`config.mk`:
```
export PLATFORM = sky130hd
export DESIGN_NAME = humidity_sensor_frame_decoder_top_flat
export DESIGN_NICKNAME = d
export VERILOG_FILES = /design/src/rtl/hsfd_pkg.sv /design/src/rtl/hsfd_if.sv /design/src/rtl/hsfd_frame.sv /design/src/rtl/hsfd_scale.sv /design/src/rtl/humidity_sensor_frame_decoder_top.sv /design/src/flat_wrapper.sv
export SDC_FILE = /design/constraint.sdc
export NUM_CORES = 1
export LEC_CHECK = 0
export BUFFER_PORTS_ARGS = -buffer_cell sky130_fd_sc_hd__buf_2
export CAP_MARGIN = 20
export CORE_ASPECT_RATIO = 2
export CORE_UTILIZATION = 65
export CTS_CLUSTER_SIZE = 16
export DETAILED_ROUTE_END_ITERATION = 12
export GPL_TIMING_DRIVEN = 0
export PLACE_DENSITY = 0.86
export SLEW_MARGIN = 15
export SYNTH_ARGS = -nofsm -noshare
export SYNTH_HDL_FRONTEND = slang
export SYNTH_SLANG_ARGS = --single-unit
```
`constraint.sdc`:
```
create_clock -name clock -period 8.3 [get_ports clock]
set_input_delay 1.66 -clock clock [delete_from_list [all_inputs] [get_ports clock]]
set_output_delay 1.66 -clock clock [all_outputs]
set_load 0.005 [all_outputs]
```
`src/rtl/hsfd_pkg.sv`:
```
`timescale 1ns / 1ps

package hsfd_pkg;

   // byte positions within one reply
   localparam logic [2:0] POS_T_HI  = 3'd0;
   localparam logic [2:0] POS_T_LO  = 3'd1;
   localparam logic [2:0] POS_T_CRC = 3'd2;
   localparam logic [2:0] POS_H_HI  = 3'd3;
   localparam logic [2:0] POS_H_LO  = 3'd4;
   localparam logic [2:0] POS_H_CRC = 3'd5;

   localparam logic [7:0] CRC_INIT = 8'hFF;
   localparam logic [7:0] CRC_POLY = 8'h31;

   // status codes
   localparam logic [1:0] STATUS_OK    = 2'd0;
   localparam logic [1:0] STATUS_CRC   = 2'd1;
   localparam logic [1:0] STATUS_RANGE = 2'd2;

   // conversion constants
   localparam int TEMP_SCALE  = 17500;
   localparam int HUM_SCALE   = 12500;
   localparam int ROUND_BIAS  = 32767;
   localparam int TEMP_OFFSET = 4500;
   localparam int HUM_OFFSET  = 600;
   localparam int HUM_MAX     = 10000;
   localparam int TEMP_MIN    = -4000;
   localparam int TEMP_MAX    = 12500;

   localparam int TEMP_MIN_CENTI = TEMP_MIN;
   localparam int TEMP_MAX_CENTI = TEMP_MAX;

   typedef struct packed {
      logic [15:0] temp_word;
      logic [15:0] hum_word;
      logic        crc_good;
   } frame_type;

   function automatic logic [7:0] crc_feed(input logic [7:0] crc, input logic [7:0] data);
      logic [7:0] c;
      c = crc ^ data;
      for (int k = 0; k < 8; k++) begin
         if (c[7]) begin
            c = {c[6:0], 1'b0} ^ CRC_POLY;
         end else begin
            c = {c[6:0], 1'b0};
         end
      end
      return c;
   endfunction

   // floor(x / 65535) for x below 32768 * 65535
   function automatic logic [14:0] div_65535(input logic [30:0] x);
      logic [14:0] q0;
      logic [16:0] r;
      q0 = x[30:16];
      r  = {1'b0, x[15:0]} + {2'b00, q0};
      return q0 + {14'd0, (r >= 17'd65535)};
   endfunction

endpackage

```
`src/rtl/hsfd_if.sv`:
```
`timescale 1ns / 1ps

interface hsfd_req_if;
   logic       valid;
   logic       ready;
   logic [7:0] rx_byte;
   logic       frame_start;

   modport source (output valid, output rx_byte, output frame_start, input ready);
   modport sink   (input valid, input rx_byte, input frame_start, output ready);
endinterface

interface hsfd_rsp_if;
   logic               valid;
   logic               ready;
   logic signed [14:0] temperature_centi;
   logic        [13:0] humidity_centi;
   logic        [1:0]  status;

   modport source (output valid, output temperature_centi, output humidity_centi,
                   output status, input ready);
   modport sink   (input valid, input temperature_centi, input humidity_centi,
                   input status, output ready);
endinterface

```
`src/rtl/hsfd_frame.sv`:
```
`timescale 1ns / 1ps

module hsfd_frame (
   input  logic                clock,
   input  logic                reset,
   hsfd_req_if.sink            req,
   output logic                frame_valid,
   input  logic                frame_ready,
   output hsfd_pkg::frame_type frame
);
   import hsfd_pkg::*;

   logic [2:0]  pos_ff, pos_in, pos_cur;
   logic [7:0]  crc_ff, crc_in;
   logic [15:0] temp_word_ff, temp_word_in;
   logic [15:0] hum_word_ff, hum_word_in;
   logic        temp_good_ff, temp_good_in;
   logic        valid_ff, valid_in;
   frame_type   frame_ff, frame_in;
   logic        accept;

   assign req.ready   = !valid_ff || frame_ready;
   assign accept      = req.valid && req.ready;
   assign frame_valid = valid_ff;
   assign frame       = frame_ff;

   always_comb begin
      pos_cur      = (req.frame_start || pos_ff > POS_H_CRC) ? POS_T_HI : pos_ff;
      pos_in       = pos_ff;
      crc_in       = crc_ff;
      temp_word_in = temp_word_ff;
      hum_word_in  = hum_word_ff;
      temp_good_in = temp_good_ff;
      valid_in     = valid_ff && !frame_ready;
      frame_in     = frame_ff;
      if (accept) begin
         pos_in = pos_cur + 3'd1;
         unique case (pos_cur)
            POS_T_HI: begin
               crc_in       = crc_feed(CRC_INIT, req.rx_byte);
               temp_word_in = {req.rx_byte, temp_word_ff[7:0]};
            end
            POS_T_LO: begin
               crc_in       = crc_feed(crc_ff, req.rx_byte);
               temp_word_in = {temp_word_ff[15:8], req.rx_byte};
            end
            POS_T_CRC: begin
               temp_good_in = (crc_ff == req.rx_byte);
               crc_in       = CRC_INIT;
            end
            POS_H_HI: begin
               crc_in      = crc_feed(CRC_INIT, req.rx_byte);
               hum_word_in = {req.rx_byte, hum_word_ff[7:0]};
            end
            POS_H_LO: begin
               crc_in      = crc_feed(crc_ff, req.rx_byte);
               hum_word_in = {hum_word_ff[15:8], req.rx_byte};
            end
            default: begin
               crc_in             = CRC_INIT;
               pos_in             = POS_T_HI;
               valid_in           = 1'b1;
               frame_in.temp_word = temp_word_ff;
               frame_in.hum_word  = hum_word_ff;
               frame_in.crc_good  = temp_good_ff && (crc_ff == req.rx_byte);
            end
         endcase
      end
   end

   always_ff @(posedge clock) begin
      if (reset) begin
         pos_ff       <= POS_T_HI;
         crc_ff       <= CRC_INIT;
         temp_word_ff <= '0;
         hum_word_ff  <= '0;
         temp_good_ff <= 1'b0;
         valid_ff     <= 1'b0;
      end else begin
         pos_ff       <= pos_in;
         crc_ff       <= crc_in;
         temp_word_ff <= temp_word_in;
         hum_word_ff  <= hum_word_in;
         temp_good_ff <= temp_good_in;
         valid_ff     <= valid_in;
      end
   end

   always_ff @(posedge clock) begin
      frame_ff <= frame_in;
   end

endmodule

```
`src/rtl/hsfd_scale.sv`:
```
`timescale 1ns / 1ps

module hsfd_scale (
   input  logic                clock,
   input  logic                reset,
   input  logic                frame_valid,
   output logic                frame_ready,
   input  hsfd_pkg::frame_type frame,
   hsfd_rsp_if.source          rsp
);
   import hsfd_pkg::*;

   logic               prod_valid_ff, prod_valid_in;
   logic [30:0]        temp_sum_ff, temp_sum_in;
   logic [29:0]        hum_sum_ff, hum_sum_in;
   logic               crc_good_ff, crc_good_in;
   logic               rsp_valid_ff, rsp_valid_in;
   logic signed [14:0] temp_ff, temp_in;
   logic [13:0]        hum_ff, hum_in;
   logic [1:0]         status_ff, status_in;
   logic [14:0]        temp_q, hum_q;
   logic               out_ready, prod_ready;

   assign out_ready   = !rsp_valid_ff || rsp.ready;
   assign prod_ready  = !prod_valid_ff || out_ready;
   assign frame_ready = prod_ready;

   assign rsp.valid             = rsp_valid_ff;
   assign rsp.temperature_centi = temp_ff;
   assign rsp.humidity_centi    = hum_ff;
   assign rsp.status            = status_ff;

   // multiply and add the rounding bias
   always_comb begin
      prod_valid_in = prod_valid_ff && !out_ready;
      temp_sum_in   = temp_sum_ff;
      hum_sum_in    = hum_sum_ff;
      crc_good_in   = crc_good_ff;
      if (frame_valid && prod_ready) begin
         prod_valid_in = 1'b1;
         temp_sum_in   = {15'd0, frame.temp_word} * 31'(TEMP_SCALE) + 31'(ROUND_BIAS);
         hum_sum_in    = {14'd0, frame.hum_word} * 30'(HUM_SCALE) + 30'(ROUND_BIAS);
         crc_good_in   = frame.crc_good;
      end
   end

   // divide by 65535, offset, clamp the humidity and classify; zero both on a CRC error
   always_comb begin
      temp_q       = div_65535(temp_sum_ff);
      hum_q        = div_65535({1'b0, hum_sum_ff});
      rsp_valid_in = rsp_valid_ff && !rsp.ready;
      temp_in      = temp_ff;
      hum_in       = hum_ff;
      status_in    = status_ff;
      if (prod_valid_ff && out_ready) begin
         rsp_valid_in = 1'b1;
         if (!crc_good_ff) begin
            temp_in   = '0;
            hum_in    = '0;
            status_in = STATUS_CRC;
         end else begin
            temp_in = signed'(temp_q - 15'(TEMP_OFFSET));
            if (hum_q < 15'(HUM_OFFSET)) begin
               hum_in = '0;
            end else if (hum_q > 15'(HUM_OFFSET + HUM_MAX)) begin
               hum_in = 14'(HUM_MAX);
            end else begin
               hum_in = 14'(hum_q - 15'(HUM_OFFSET));
            end
            if (temp_q < 15'(TEMP_MIN + TEMP_OFFSET) ||
                temp_q > 15'(TEMP_MAX + TEMP_OFFSET)) begin
               status_in = STATUS_RANGE;
            end else begin
               status_in = STATUS_OK;
            end
         end
      end
   end

   always_ff @(posedge clock) begin
      if (reset) begin
         prod_valid_ff <= 1'b0;
         rsp_valid_ff  <= 1'b0;
      end else begin
         prod_valid_ff <= prod_valid_in;
         rsp_valid_ff  <= rsp_valid_in;
      end
   end

   always_ff @(posedge clock) begin
      temp_sum_ff <= temp_sum_in;
      hum_sum_ff  <= hum_sum_in;
      crc_good_ff <= crc_good_in;
      temp_ff     <= temp_in;
      hum_ff      <= hum_in;
      status_ff   <= status_in;
   end

endmodule

```
`src/rtl/humidity_sensor_frame_decoder_top.sv`:
```
`timescale 1ns / 1ps
// Takes one reply byte per cycle; a byte is accepted in every cycle unless the result side stalls.
// After the sixth byte is accepted, the result passes the frame, multiply and divide registers
// in that order; one result per complete reply of six bytes.
// Reset (synchronous, active high) clears the byte count, the CRC and all valid flags;
// the first byte after reset starts a new reply.
module humidity_sensor_frame_decoder_top (
   input  logic       clock,
   input  logic       reset,
   hsfd_req_if.sink   req,
   hsfd_rsp_if.source rsp
);
   import hsfd_pkg::*;

   logic      frame_valid;
   logic      frame_ready;
   frame_type frame;

   hsfd_frame u_frame (
      .clock       (clock),
      .reset       (reset),
      .req         (req),
      .frame_valid (frame_valid),
      .frame_ready (frame_ready),
      .frame       (frame)
   );

   hsfd_scale u_scale (
      .clock       (clock),
      .reset       (reset),
      .frame_valid (frame_valid),
      .frame_ready (frame_ready),
      .frame       (frame),
      .rsp         (rsp)
   );

endmodule

```
`src/flat_wrapper.sv`:
```
// flat-port wrapper written by rule: the top's interface ports become plain ports
module humidity_sensor_frame_decoder_top_flat import hsfd_pkg::*;
  (clock, reset, req_valid, req_rx_byte, req_frame_start, req_ready, rsp_valid, rsp_temperature_centi, rsp_humidity_centi, rsp_status, rsp_ready);
  hsfd_req_if req_i ();
  hsfd_rsp_if rsp_i ();
  input  logic clock;
  input  logic reset;
  input wire logic [$bits(req_i.valid)-1:0] req_valid;
  input wire logic [$bits(req_i.rx_byte)-1:0] req_rx_byte;
  input wire logic [$bits(req_i.frame_start)-1:0] req_frame_start;
  output wire logic [$bits(req_i.ready)-1:0] req_ready;
  output wire logic [$bits(rsp_i.valid)-1:0] rsp_valid;
  output wire logic [$bits(rsp_i.temperature_centi)-1:0] rsp_temperature_centi;
  output wire logic [$bits(rsp_i.humidity_centi)-1:0] rsp_humidity_centi;
  output wire logic [$bits(rsp_i.status)-1:0] rsp_status;
  input wire logic [$bits(rsp_i.ready)-1:0] rsp_ready;
  assign req_i.valid = req_valid;
  assign req_i.rx_byte = req_rx_byte;
  assign req_i.frame_start = req_frame_start;
  assign req_ready = req_i.ready;
  assign rsp_valid = rsp_i.valid;
  assign rsp_temperature_centi = rsp_i.temperature_centi;
  assign rsp_humidity_centi = rsp_i.humidity_centi;
  assign rsp_status = rsp_i.status;
  assign rsp_i.ready = rsp_ready;
  humidity_sensor_frame_decoder_top u_core (.clock(clock), .reset(reset), .req(req_i), .rsp(rsp_i));
endmodule
```
=== After elaboration in Yosys (flattened, before gate mapping) ===
Index checks and enable logic that the tools add are counted.

* Multiply operators: 2
* Bitwise logic cells: 38
* Mux-type cells: 97
* Reductions and logical operators: 28
* $add $sub $neg: 9
* $lt $le $gt $ge: 7
* Eq/ne operators: 5

{| class="wikitable"
|+ Operators with widths
! operator !! number
|-
| $mux 8 || 56
|-
| $mux 6 || 30
|-
| $not 3->3 || 30
|-
| $pmux 16 s2 || 2
|-
| $ge 17x16->1 const B || 2
|-
| $pmux 8 s4 || 1
|-
| $add 31x15->31 const B || 1
|-
| $add 30x15->30 const B || 1
|-
| $mul 16x13->29 const B || 1
|-
| $mul 16x12->28 const B || 1
|-
| $add 16x14->17 || 1
|-
| $add 16x15->17 || 1
|-
| $add 14x1->15 || 1
|-
| $add 15x1->15 || 1
|-
| $gt 15x14->1 const B || 1
|-
| $gt 15x15->1 const B || 1
|-
| $lt 15x10->1 const B || 1
|-
| $lt 15x9->1 const B || 1
|-
| $sub 15x13->15 const B || 1
|-
| $mux 14 || 1
|-
| $sub 14x10->14 const B || 1
|-
| $reduce_and 3->1 || 4
|-
| $eq 8x8->1 || 1
|-
| $not 8->8 || 1
|-
| 18 further kinds || 44
|}

* Register bits after elaboration: 173
* Word-level logic and storage cells: 206
* Input port bits: 13

=== Depth between registers and ports, before layout ===
* Depth in word-level cells: 33
* Gate-level depth with buffers: 25
* Mapped depth without buffers: 23

=== Cells and area by module ===
Synthesis repeated with hierarchy kept, for this count alone.

* Cells, all modules: 1780
* Area, all modules: 16987.5 sq um

{| class="wikitable"
|+ By module, submodules not included
! module !! area an instance (sq um) !! cells an instance !! seq. area each (sq um) !! times used
|-
| hsfd_scale || 13605.5 || 1493 || 2712.6 || 1
|-
| hsfd_frame || 3382.0 || 287 || 1891.8 || 1
|}

=== Worst setup path before layout ===
No wires, ideal clock.

* Path type: input -> register
* Start: in rsp_ready
* End: reg u_core.u_scale.crc_good_ff, enable pin
* Data required time: 7.737 ns
* Stages on the path: 2
* Arrival time: 5.976 ns
* Buffers on the path: 0
* Library setup time: 0.563 ns
* Path slack: 1.761 ns
* Cells stage by stage: nor2b_1 a21boi_0

* Cells in the longest elaborated chain, start to end: 3

{| class="wikitable"
|+ Ends and longest elaborated chain
! item !! line !! source
|-
| start, declared || flat_wrapper.sv:16 || <nowiki>input wire logic [$bits(rsp_i.ready)-1:0] rsp_ready;</nowiki>
|-
| $logic_or 1x1->1 || hsfd_scale.sv:24 || <nowiki>assign out_ready = !rsp_valid_ff || rsp.ready;</nowiki>
|-
| $logic_or 1x1->1 || hsfd_scale.sv:25 || <nowiki>assign prod_ready = !prod_valid_ff || out_ready;</nowiki>
|-
| $logic_and 1x1->1 || hsfd_scale.sv:39 || <nowiki>if (frame_valid && prod_ready) begin</nowiki>
|-
| end signal, assigned || hsfd_scale.sv:93 || <nowiki>crc_good_ff <= crc_good_in;</nowiki>
|-
| end, declared || hsfd_scale.sv:16 || <nowiki>logic crc_good_ff, crc_good_in;</nowiki>
|}

Every way passes these cells.
A chain may end at the register's enable or synchronous reset.

=== Worst setup path in the final report ===
* Start: reg u_core.u_scale.hum_sum_ff[26]
* End: reg u_core.u_scale.hum_ff[1] (netlist: u_core.u_scale.rsp.humidity_centi[1]), data pin

* Cells in the longest elaborated chain, start to end: 5
* Elaborated cells on any way between the ends: 7
* Classes of those cells: add/sub: 3; order compare: 3; reduce/logical: 1

{| class="wikitable"
|+ Ends and longest elaborated chain
! item !! line !! source
|-
| start, declared || hsfd_scale.sv:15 || <nowiki>logic [29:0] hum_sum_ff, hum_sum_in;</nowiki>
|-
| start signal, assigned || hsfd_scale.sv:92 || <nowiki>hum_sum_ff <= hum_sum_in;</nowiki>
|-
| $add 16x14->17 || hsfd_pkg.sv:58 || <nowiki>r = {1'b0, x[15:0]} + {2'b00, q0};</nowiki>
|-
| $ge 17x16->1 || hsfd_pkg.sv:59 || <nowiki>return q0 + {14'd0, (r >= 17'd65535)};</nowiki>
|-
| $add 14x1->15 * || hsfd_pkg.sv:59 ||
|-
| $lt 15x10->1 / $gt 15x14->1 (equally long branches) || hsfd_scale.sv:63, hsfd_scale.sv:65 ||
|-
| $reduce_or 3->1 (no source line) || n/a ||
|-
| end signal, assigned || hsfd_scale.sv:95 || <nowiki>hum_ff <= hum_in;</nowiki>
|-
| end, declared || hsfd_scale.sv:19 || <nowiki>logic [13:0] hum_ff, hum_in;</nowiki>
|}

Every way passes the cells marked *; elsewhere a longest branch is shown, timed or not.

==> impl_metrics.yaml <==
run_status:
  outcome: "finished clean"
sta:
  setup_viol: 0
  min_period_over_period_pct: 77.7
  fin_skew_ps: 10.3
  maxSlewViolCount: 0
  post-route-min-period_ps: 6450
  setup_tns_ps: 0
  worst_pin_slew_ps: 965
  timing.fmax_mhz: 155
  hold_viol_final: 0
  rsz0062_at_grt: "no"
  slew_headroom_pct: 34.0
grt:
  antenna_found_initial: 0
  grt_max_degree: 34
  grt_pass1_wl_mm: 59.9
  track_usage_pct: 29.7
  gr-total-overflow: 0
  grt_pass1_vias: 13200
hold_path:
  hold_end: "u_core.u_frame.frame[25]"
  min_from: "u_core.u_frame.temp_word_ff[8]"
  whs_path_depth: 0
  hold_class: "reg -> reg"
clock_tree:
  clk_pin_slew_ps: 70
  insertion_delay_ps: 470
  cts_buffers: 17
  cts-root-buf: "clkbuf_16"
  cts_tree: "built"
  ctsResizeCount: 0
  clockBufferDepth: 2
  cts_hold_buf: 0
  htreeDepth: 4
  cts.sink_count: 169
  cts_setup_buffers: 0
pwr:
  powerDensity_nw_per_um2: 200
  ir_worst_vdd_mv: 0.213
  leakage_uw: 0.00814
route:
  dr_total_vias: 12700
  drtIter0Drc: 713
  drc_errors: 0
  vias_per_cell: 5.91
  postRouteAntennaNets: 0
  dr.pass1.iters: 7
  drt_wl_total_mm: 36.6
  routedWlPerCell_um: 17.1
synth:
  seq_area_frac_synth_pct: 27.9
  netlist_area_um2: 16500
  synth-edff-count: 122
  syn_nets: 2078
  synth_cells: 1734
  ys_ff_latch: 169
  ys_types: 77
  syn_avg_cell_area_um2: 9.52
  yosys_warnings: 0
  synth_ff_type: "edfxtp_1"
  async_flop_share_pct: 0
placed_design:
  numPortBuffers: 36
  dp_hpwl_mm: 29.5
  place.gp.congestion: 0.939
  dp.cells: 2110
setup_path:
  worstReg2RegEnd: "u_core.u_scale.rsp.humidity_centi[1]"
  worstPathArrival_ps: 6670
  crit_path_cell_trace: "ha_1, clkbuf_1, nand2_1, o22a_1, o22a_1, or4_1, nor4_1, and3_1, nand4_1, o31ai_1, ha_1, nand3_1, xnor2_1, ha_1, a21oi_1, a21oi_1, o32ai_1, o21ai_0, o31ai_1, nand2b_1, buf_2, nor2_1"
  rrSetupSlack_ps: 1850
  path_class: "reg -> reg"
  worstPathMaxFanout: 9
  r2r_cells: 22
  r2r_start: "u_core.u_scale.hum_sum_ff[26]"
  crit_path_frequent_cell: "ha_1"
  startpoint_type: "register"
  max_stage_delay_ps: 550
  crit_required_ps: 8510
  cp-end-kind: "register"
  cp_slowest_cell: "o31ai_1"
floorplanning:
  die_area_um2: 26100
  core_region_area_um2: 25000
  io_pins: 46
  rows: 82
  die_w_um: 115
  die_h_um: 227
  start_util_pct: 65.9
final_layout:
  fin_cells: 2142
  drive_above_1_share_pct: 5.15
  fin_nets: 2137
  area_growth_syn_to_layout_pct: 7.82
  diodes: 0
  final_cell_mix: "268 x inv_1, 242 x ha_1, 130 x nor2_1"
  final_common_cell: "inv_1"
job:
  drv_cap: 0
worst max-delay path by stage:
stage	to	depth (start not counted)	slack (ps)	from
final	u_core.u_scale.rsp.humidity_centi[1]	22	1850	u_core.u_scale.hum_sum_ff[26]
after global placement	u_core.u_scale.temp_sum_ff[14]	3	490	rsp_ready
after floorplan	u_core.u_scale.crc_good_ff	2	1760	rsp_ready
after CTS	u_core.u_scale.rsp.humidity_centi[1]	22	1990	u_core.u_scale.hum_sum_ff[26]
after global routing	u_core.u_scale.rsp.humidity_centi[1]	22	1450	u_core.u_scale.hum_sum_ff[26]
after detailed placement	u_core.u_scale.rsp.humidity_centi[1]	22	2010	u_core.u_scale.hum_sum_ff[26]
through the flow:
step	setup WS [ps]	area [µm²]	hold slack, ps	power [µW]	utilization [%]
after global placement	489	17100	412	2690	68.3
after floorplan	1760	16500	400	2440	-
final	1850	17800	437	3570	71.1
after CTS	1990	17800	437	3550	71.1
after global routing	1450	17800	449	3820	71.1
after detailed placement	2010	17200	422	2760	68.8
layout make-up:
cell class                      count  area [µm²]
Multi-Input combinational cell   1258       10800
Fill cell                        1825        7240
Sequential cell                   169        4600
Inverter                          268        1010
Clock buffer                       19         454
Tap cell                          336         420
Timing Repair Buffer               40         275
Buffer                             39         150
Clock inverter                     13         121
where the power goes:
| part | leakage, µW | switching (µW) | internal [µW] |
|---|---|---|---|
| sequential | 0.00148 | 22.9 | 995 |
| combinational | 0.00638 | 1040 | 723 |
| clock | 0.000282 | 377 | 414 |
| total | 0.00814 | 1440 | 2130 |
worst max-delay path, delay by kind of cell (launching register included):
| family | cells | cell delay (ps) |
|---|---|---|
| buf+inv | 2 | 510 |
| flops | 1 | 510 |
| compound gates | 8 | 2340 |
| xor+xnor | 1 | 230 |
| simple gates | 8 | 1690 |
| fa+ha+maj | 3 | 940 |
sequential cells by signal, summed over array words and instances, names as in the netlist:
signal	count
u_core.u_scale.crc_good_ff	1
u_core.u_scale.hum_sum_ff	28
u_core.u_frame.crc_ff	8
u_core.u_frame.hum_word_ff	16
u_core.u_frame.pos_ff	3
u_core.u_frame.frame_valid	1
u_core.u_scale.rsp.temperature_centi	15
u_core.u_scale.rsp.valid	1
u_core.u_frame.temp_good_ff	1
u_core.u_scale.temp_sum_ff	29
u_core.u_scale.rsp.humidity_centi	14
u_core.u_scale.rsp.status	2
u_core.u_frame.frame	33
u_core.u_frame.temp_word_ff	16
u_core.u_scale.prod_valid_ff	1
routing by layer:
layer / part of all wire [%] / track usage (%) / routed length [µm]
met2: 56 / 58.5 / 20600
met4: 5.6 / 19.1 / 2050
met1: 35 / 27.7 / 12900
met3: 2.7 / 3.99 / 995
met5: 0 / 0 / 0
kinds of logic (layout without fill, tap and decap cells):
kind of cell	Yosys count	count (layout)	synth area share, %
buf+inv	307	379	7.00
simple gates	416	416	12.4
xor+xnor	167	167	8.91
flops	169	169	27.9
compound gates	307	307	12.4
fa+ha+maj	332	332	29.2
mux	36	36	2.18
cell usage after synthesis, types with 13 or more instances:
library cell | number | share of area [%]
o21a_1 | 18 | 0.82
o21ai_0 | 67 | 2.0
nand2_1 | 86 | 2.0
a211oi_1 | 14 | 0.64
nor2_1 | 130 | 3.0
ha_1 | 242 | 18
a21o_1 | 22 | 1.0
xnor2_1 | 108 | 5.7
and3_1 | 13 | 0.49
inv_1 | 268 | 6.1
xor2_1 | 58 | 3.1
fa_1 | 89 | 11
clkbuf_1 | 36 | 0.82
and2_1 | 13 | 0.49
nor3_1 | 36 | 1.1
mux2i_1 | 36 | 2.2
dfxtp_1 | 47 | 5.7
nand3_1 | 40 | 1.2
a21oi_1 | 77 | 2.3
edfxtp_1 | 122 | 22
or3_1 | 15 | 0.57
nor2b_1 | 14 | 0.53
Power figures use the tool's default switching activity.
